--- config.mk ---
export PLATFORM = sky130hd
export DESIGN_NAME = sacl_ram
export DESIGN_NICKNAME = d
export VERILOG_FILES = /design/src/hw/rtl/set_assoc_cache_lru_lookup_assert.svh /design/src/hw/rtl/sacl_ram.sv
export SDC_FILE = /design/constraint.sdc
export NUM_CORES = 1
export LEC_CHECK = 0
export ABC_CLOCK_PERIOD_IN_PS = 4080
export BUFFER_PORTS_ARGS = -buffer_cell sky130_fd_sc_hd__buf_4
export CORE_MARGIN = 2
export CORE_UTILIZATION = 61
export DETAILED_ROUTE_END_ITERATION = 7
export GPL_ROUTABILITY_DRIVEN = 0
export PLACE_DENSITY = 0.86
export SYNTH_ARGS = -nofsm -noshare
export SYNTH_HDL_FRONTEND = slang
export SYNTH_SLANG_ARGS = --single-unit
--- constraint.sdc ---
create_clock -name clk -period 4.08 [get_ports clk]
set_input_delay 0.816 -clock clk [delete_from_list [all_inputs] [get_ports clk]]
set_output_delay 0.816 -clock clk [all_outputs]
set_load 0.01 [all_outputs]
--- src/hw/rtl/set_assoc_cache_lru_lookup_assert.svh ---
// ----------------------------------------------------------------------------
// Assertion macros for the cache tag lookup
// Clocked on clk and disabled during rst
// ----------------------------------------------------------------------------
`ifndef SET_ASSOC_CACHE_LRU_LOOKUP_ASSERT_SVH
`define SET_ASSOC_CACHE_LRU_LOOKUP_ASSERT_SVH

// plain property check
`define SACL_ASSERT(lbl, prop, msg) \
  lbl: assert property (@(posedge clk) disable iff (rst) (prop)) else $error(msg);

// same-cycle implication check
`define SACL_ASSERT_IMP(lbl, ante, cons, msg) \
  lbl: assert property (@(posedge clk) disable iff (rst) (ante) |-> (cons)) \
    else $error(msg);

`endif

--- src/hw/rtl/sacl_ram.sv ---
// ----------------------------------------------------------------------------
// sacl_ram
// Generic single-write, single-read RAM with registered read data
// ----------------------------------------------------------------------------
`timescale 1ns / 1ps
`default_nettype none

module sacl_ram #(
  parameter int WIDTH = 8,
  parameter int DEPTH = 16,
  localparam int AW = (DEPTH > 1) ? $clog2(DEPTH) : 1
) (
  input  wire logic             clk,
  input  wire logic             we,
  input  wire logic [AW-1:0]    waddr,
  input  wire logic [WIDTH-1:0] wdata,
  input  wire logic [AW-1:0]    raddr,
  output logic      [WIDTH-1:0] rdata
);

  logic [WIDTH-1:0] mem [DEPTH];

  always_ff @(posedge clk) begin
    if (we) begin
      mem[waddr] <= wdata;
    end
    rdata <= mem[raddr];
  end

endmodule

`default_nettype wire

==> impl_metrics.json, run 1 <==
{
  "worst_slew_pin_slew_ps": 1110,
  "netlist_area_um2": 5150,
  "cts-root-buf": "clkbuf_8",
  "setup_violations": 0,
  "ys_top_cells_by_area": "edfxtp_1 75%, mux4_2 7.9%, mux4_1 7.1%, dfxtp_1 3.1%, a22oi_1 2.3%",
  "num_rows": 33,
  "viasPerCell": 6.34,
  "p_leak_nw": 2.02,
  "relSlewSlack_pct": 25.4,
  "area_growth_pct": 16.7,
  "diodes": 0,
  "clock-sinks": 136,
  "stdcell_area_um2": 6010,
  "fillers": 439,
  "wl_per_cell_um": 24.9,
  "cp_cell_sequence": "buf_4 -> or3b_2 -> nor3_1",
  "syn_inst": 229,
  "ant_nets": 0,
  "synth_top_family_by_area": "multiplexers",
  "cts_hold_buf": 0,
  "post_cts_buffers": 0,
  "drc": 0,
  "path_delay_family": "simple AND/OR/NAND/NOR gates",
  "place_inst": 352,
  "worstPathArrival_ps": 2310,
  "wl_mm": 9.56,
  "vdd_drop_max_mv": 0.381,
  "antenna_found_initial": 0,
  "max_stage_delay_ps": 870,
  "cts_max_level": 4,
  "hold_viol": 0,
  "clk_pin_slew_ps": 70,
  "status": "finished, final reports clean",
  "cts_tree": "yes",
  "drv_cap": 0,
  "initial_utilization_pct": 62.6,
  "clock_latency_ps": 530,
  "yosys_warnings": 0,
  "syn-num-nets": 247,
  "synth_compound_area_share_pct": 2.33,
  "yosys.area_share.adder_pct": 0,
  "synth_cell_types": 19,
  "numCtsBuffers": 17,
  "crit_type": "in -> reg",
  "fin_cells": 384,
  "critPathRequiredTime_ps": 4220,
  "ys_ff_latch": 136,
  "die_y_um": 95.9,
  "port-buffer-count": 25,
  "yosys.area.top_type": "edfxtp_1",
  "drtIter0Drc": 322,
  "fmax_mhz": 462,
  "synth_top_area_share_pct": 74.7,
  "hp-class": "in -> reg",
  "worst-path-max-fanout": 8,
  "post-route-min-period_ps": 2170,
  "finalSetupTns_ps": 0,
  "yosysSeqAreaShare_pct": 77.8,
  "placed_cell_area_um2": 5400,
  "yosys.area_share.simple_pct": 3.18,
  "grt_pass1_vias": 2392,
  "grt.total_usage_pct": 23.3,
  "fp.dieArea_um2": 9190,
  "ctsResizeCount": 0,
  "vias": 2435,
  "synth_xor_area_share_pct": 0,
  "final-max-slew-violation-count": 0,
  "end_kind": "flop",
  "ff_latch_area_um2": 4000,
  "final_nets": 284,
  "post_synth.cell_area_avg_um2": 22.5,
  "synth.area.mux_share_pct": 15.0,
  "fp.dieW_um": 95.9,
  "grt_pass1_wl_mm": 14.1,
  "first_pass_iters": 5,
  "cts_max_path_buffers": 2,
  "worst_setup_path_start_kind": "input pin",
  "num_io_pins": 26,
  "multiInputGateArea_um2": 1060,
  "crit_buf_inv": 1,
  "p_per_area_nw_per_um2": 543,
  "fin_skew_ps": 6.96,
  "drive_above_1_share_pct": 28.0,
  "fin_crit_sh_pct": 53.1,
  "slowest_stage": "nor3_1",
  "rsz0062_at_grt": "false",
  "grt_max_degree": 33,
  "dp_hpwl_mm": 5.53,
  "grt_overflow": 0,
  "core_region_area_um2": 8220
}
-- cell usage after synthesis --
library cell	n
nand2b_1	2
nor2_1	13
mux4_2	18
nand2_1	9
and2_1	1
mux4_1	14
edfxtp_1	128
nand3_1	1
buf_2	3
a22oi_1	16
nor3_1	4
buf_6	3
dfxtp_1	8
clkdlybuf4s25_2	3
buf_4	1
nand3b_1	2
and2b_1	1
or3b_2	1
nor2b_1	1
-- registers in the layout (all words and copies together) (netlist names) --
register,cells
mem,128
rdata,8
-- where the power goes --
group | internal [W] | total, W | switching (W)
clock network | 0.000946 | 0.00154 | 0.000599
registers | 0.00156 | 0.00157 | 0.00000915
logic | 0.0000655 | 0.000148 | 0.0000826
-- placed cells by master (no fill, tap or decap) --
| master | netlist | final |
|---|---|---|
| nor3_1 | 4 | 4 |
| inv_8 | 0 | 1 |
| clkinvlp_4 | 0 | 2 |
| clkinv_4 | 0 | 2 |
| dfxtp_1 | 8 | 8 |
| mux4_2 | 18 | 18 |
| nand3_1 | 1 | 1 |
| clkbuf_16 | 0 | 16 |
| clkinv_1 | 0 | 1 |
| bufinv_16 | 0 | 3 |
| inv_6 | 0 | 6 |
| a22oi_1 | 16 | 16 |
| or3b_2 | 1 | 1 |
| nor2b_1 | 1 | 1 |
| and2b_1 | 1 | 1 |
| edfxtp_1 | 128 | 128 |
| buf_4 | 1 | 28 |
| nand2b_1 | 2 | 2 |
| nor2_1 | 13 | 13 |
| mux4_1 | 14 | 14 |
| nand3b_1 | 2 | 2 |
| nand2_1 | 9 | 9 |
| and2_1 | 1 | 1 |
| clkbuf_8 | 0 | 1 |
-- per-stage QoR --
step	utilization [%]	total power (W)	hold WS, ps	setup WS (ps)
after floorplan	-	0.00168	629	1770
after global placement	65.8	0.00174	645	1520
after detailed placement	65.8	0.00175	657	1390
after CTS	73.1	0.00328	583	1920
after global routing	73.1	0.00334	597	1840
final	73.1	0.00326	600	1910
-- cell type report --
class                      instances  share of cell area, %
sequential                       136                   66.7
multi-input combinational         83                   17.6
clock buffer                      17                   6.89
timing repair buffer              28                   3.50
clock inverter                    15                   3.17
tap                              105                   2.19
-- worst paths after layout --
path | slack (ps) | from | depth (start not counted) | endpoint
min reg2reg | 670 | mem[15][2] | 3 | rdata[2]
max | 1910 | waddr[2] | 3 | mem[0][1]
max reg2reg | 2650 | mem[2][5] | 3 | rdata[5]
min | 600 | wdata[4] | 1 | mem[8][4]
-- logic make-up after synthesis --
| logic type | Yosys count |
|---|---|
| and+or+nand+nor | 35 |
| AOI/OAI and AO/OA | 16 |
| buffers and inverters | 10 |
| muxes | 32 |
| DFF | 136 |
-- routing by layer --
layer / GRT usage [%] / routed length [um] / vias to the layer above
li1: - / - / 1053
met1: 33.0 / 3710 / 1225
met2: 35.1 / 4820 / 137
met3: 7.28 / 863 / 20
met4: 8.10 / 167 / 0
met5: 0 / 0 / -
No activity file was read; power rests on OpenSTA's default activity.
==> inputs of run 2 (changes only) <==
- ABC_CLOCK_PERIOD_IN_PS: 4080 -> 1800
- CORE_UTILIZATION: 61 -> 54
- PLACE_DENSITY: 0.86 -> 0.81
- clock period: 4.08 -> 1.8 ns (I/O delays scaled with it)
==> run 2 against run 1 <==
  * Wire length is 9.0% higher
  * Non-clock buffer count up 26
  * Critical path depth unchanged
  * Total power rose by 130%
  * First-iteration DRC count fell by 36%
  * Global-route usage is 1.1 points lower
  * Combinational power rose to 2.5 times the previous value
  * Via count increased by 3.5%
  * Clock power grew 120%
  * Die area rose by 12%
  * Utilization decreased by 5.4 points
  * Final area grew 4.1%
  * Critical path type is now reg -> reg
  * Highest routed layer unchanged
==> impl_metrics.json, run 2 (same netlist as run 1, synthesis figures left out) <==
{
  "p_per_area_nw_per_um2": 1180,
  "clk_pin_slew_ps": 60,
  "worst_setup_path_start_kind": "flop",
  "num_io_pins": 26,
  "drive_above_1_share_pct": 34.1,
  "final-max-slew-violation-count": 0,
  "p_leak_nw": 2.16,
  "num_rows": 35,
  "grt_max_degree": 22,
  "reg2reg_setup_slack_ps": 390,
  "cts_max_level": 4,
  "hp-class": "in -> reg",
  "clock_latency_ps": 520,
  "pre_cts_ws_ps": -49.8,
  "fmax_mhz": 712,
  "area_growth_pct": 21.5,
  "worstPathArrival_ps": 1800,
  "final_common_cell": "edfxtp_1",
  "rsz0062_at_grt": "false",
  "viasPerCell": 5.81,
  "endpoint": "rdata[2]",
  "grt_pass1_vias": 2630,
  "die_y_um": 102,
  "relSlewSlack_pct": 74.0,
  "final_core_utilization_pct": 67.7,
  "setup_violations": 0,
  "wl_mm": 10.4,
  "finalSetupTns_ps": 0,
  "max_stage_delay_ps": 570,
  "ctsResizeCount": 0,
  "dp_hpwl_mm": 6.55,
  "startpoint": "mem[2][2]",
  "top_register": "mem",
  "grt.total_usage_pct": 22.1,
  "clock-sinks": 136,
  "vias": 2520,
  "cp_cell_sequence": "mux4_1 -> a22oi_1 -> nand2_1",
  "wl_per_cell_um": 24.0,
  "setup_slack_ps": 395,
  "post-route-min-period_ps": 1410,
  "power_w": 0.00737,
  "grt_pass1_wl_mm": 15.6,
  "post_cts_buffers": 0,
  "worst_hold_slack_ps": 152,
  "r2r-start": "mem[2][2]",
  "final_cell_mix": "128 x edfxtp_1, 52 x buf_4, 18 x mux4_2",
  "hold_viol": 0,
  "fp.dieW_um": 102,
  "cts_max_path_buffers": 2,
  "final_nets": 310,
  "vdd_drop_max_mv": 0.734,
  "reg.largest.list": "mem: 128 flops, rdata: 8 flops",
  "diodes": 0,
  "worst-path-max-fanout": 1,
  "critPathRequiredTime_ps": 2190,
  "fin_skew_ps": 9.22,
  "fillers": 565,
  "worstRegToRegCells": 3,
  "first_pass_iters": 5,
  "drv_cap": 0,
  "ant_nets": 0,
  "numCtsBuffers": 17,
  "worst_r2r_endpoint": "rdata[2]",
  "status": "finished, final reports clean",
  "initial_utilization_pct": 55.7,
  "grt_overflow": 0,
  "core_region_area_um2": 9240,
  "cts-root-buf": "clkbuf_8",
  "drtIter0Drc": 205,
  "fin_crit_sh_pct": 78.1,
  "cts_hold_buf": 0,
  "end_kind": "flop",
  "slowest_stage": "mux4_1",
  "port-buffer-count": 25,
  "largest_register_ffs": 128,
  "crit_type": "reg -> reg",
  "drc": 0,
  "cts_tree": "yes",
  "fp.dieArea_um2": 10300,
  "worst_slew_pin_slew_ps": 389,
  "antenna_found_initial": 0
}
-- run 2: cell count changes in the layout (fill, tap and decap cells not counted) --
cell,before,now
inv_8,1,0
clkbuf_1,0,2
nor3_1,4,3
clkbuf_8,1,3
nor3_2,0,1
buf_4,28,52
buf_12,0,2
clkinv_2,0,3
inv_6,6,1
clkinv_1,1,0
-- run 2: worst max-delay path: cells and delay by family, from the launching register on --
family,cells,cell delay (ps)
mux,1,570
flops,1,420
simple gates,1,90
compound gates,1,210
-- run 2: worst min-delay path by stage --
stage / from / cells past startpoint / endpoint
2_1_floorplan: wdata[0] / 0 / mem[0][0]
3_3_place_gp: wdata[5] / 1 / mem[7][5]
3_5_place_dp: mem[4][3] / 3 / rdata[3]
4_1_cts: wdata[4] / 1 / mem[9][4]
5_1_grt: wdata[1] / 1 / mem[7][1]
6_report: wdata[4] / 1 / mem[14][4]
-- run 2: metrics by stage --
step                      instance area [um2]  cells
after floorplan                          5150    229
final                                    6250    434
after global routing                     6250    434
after detailed placement                 5660    402
after CTS                                6250    434
after global placement                   5660    402
-- run 2: area by class of cell --
| type | instances | area [um2] | share of cell area, % |
|---|---|---|---|
| Sequential cell | 136 | 4000 | 64.0 |
| Multi-Input combinational cell | 83 | 1060 | 17.0 |
| Timing Repair Buffer | 54 | 430 | 6.88 |
| Clock buffer | 21 | 449 | 7.18 |
| Clock inverter | 11 | 146 | 2.34 |
| Tap cell | 129 | 161 | 2.58 |
-- run 2: report_power, final --
| part | switching (W) | internal [W] | total, W |
|---|---|---|---|
| Sequential | 0.0000255 | 0.00354 | 0.00357 |
| Clock | 0.00125 | 0.00218 | 0.00344 |
| Combinational | 0.000195 | 0.000175 | 0.000370 |
-- run 2: per-layer routing --
metal  global-route usage, %  wire, um
met5                       0         0
met4                    8.63       231
met3                    5.87       614
met2                    34.6      5280
met1                    30.2      4300
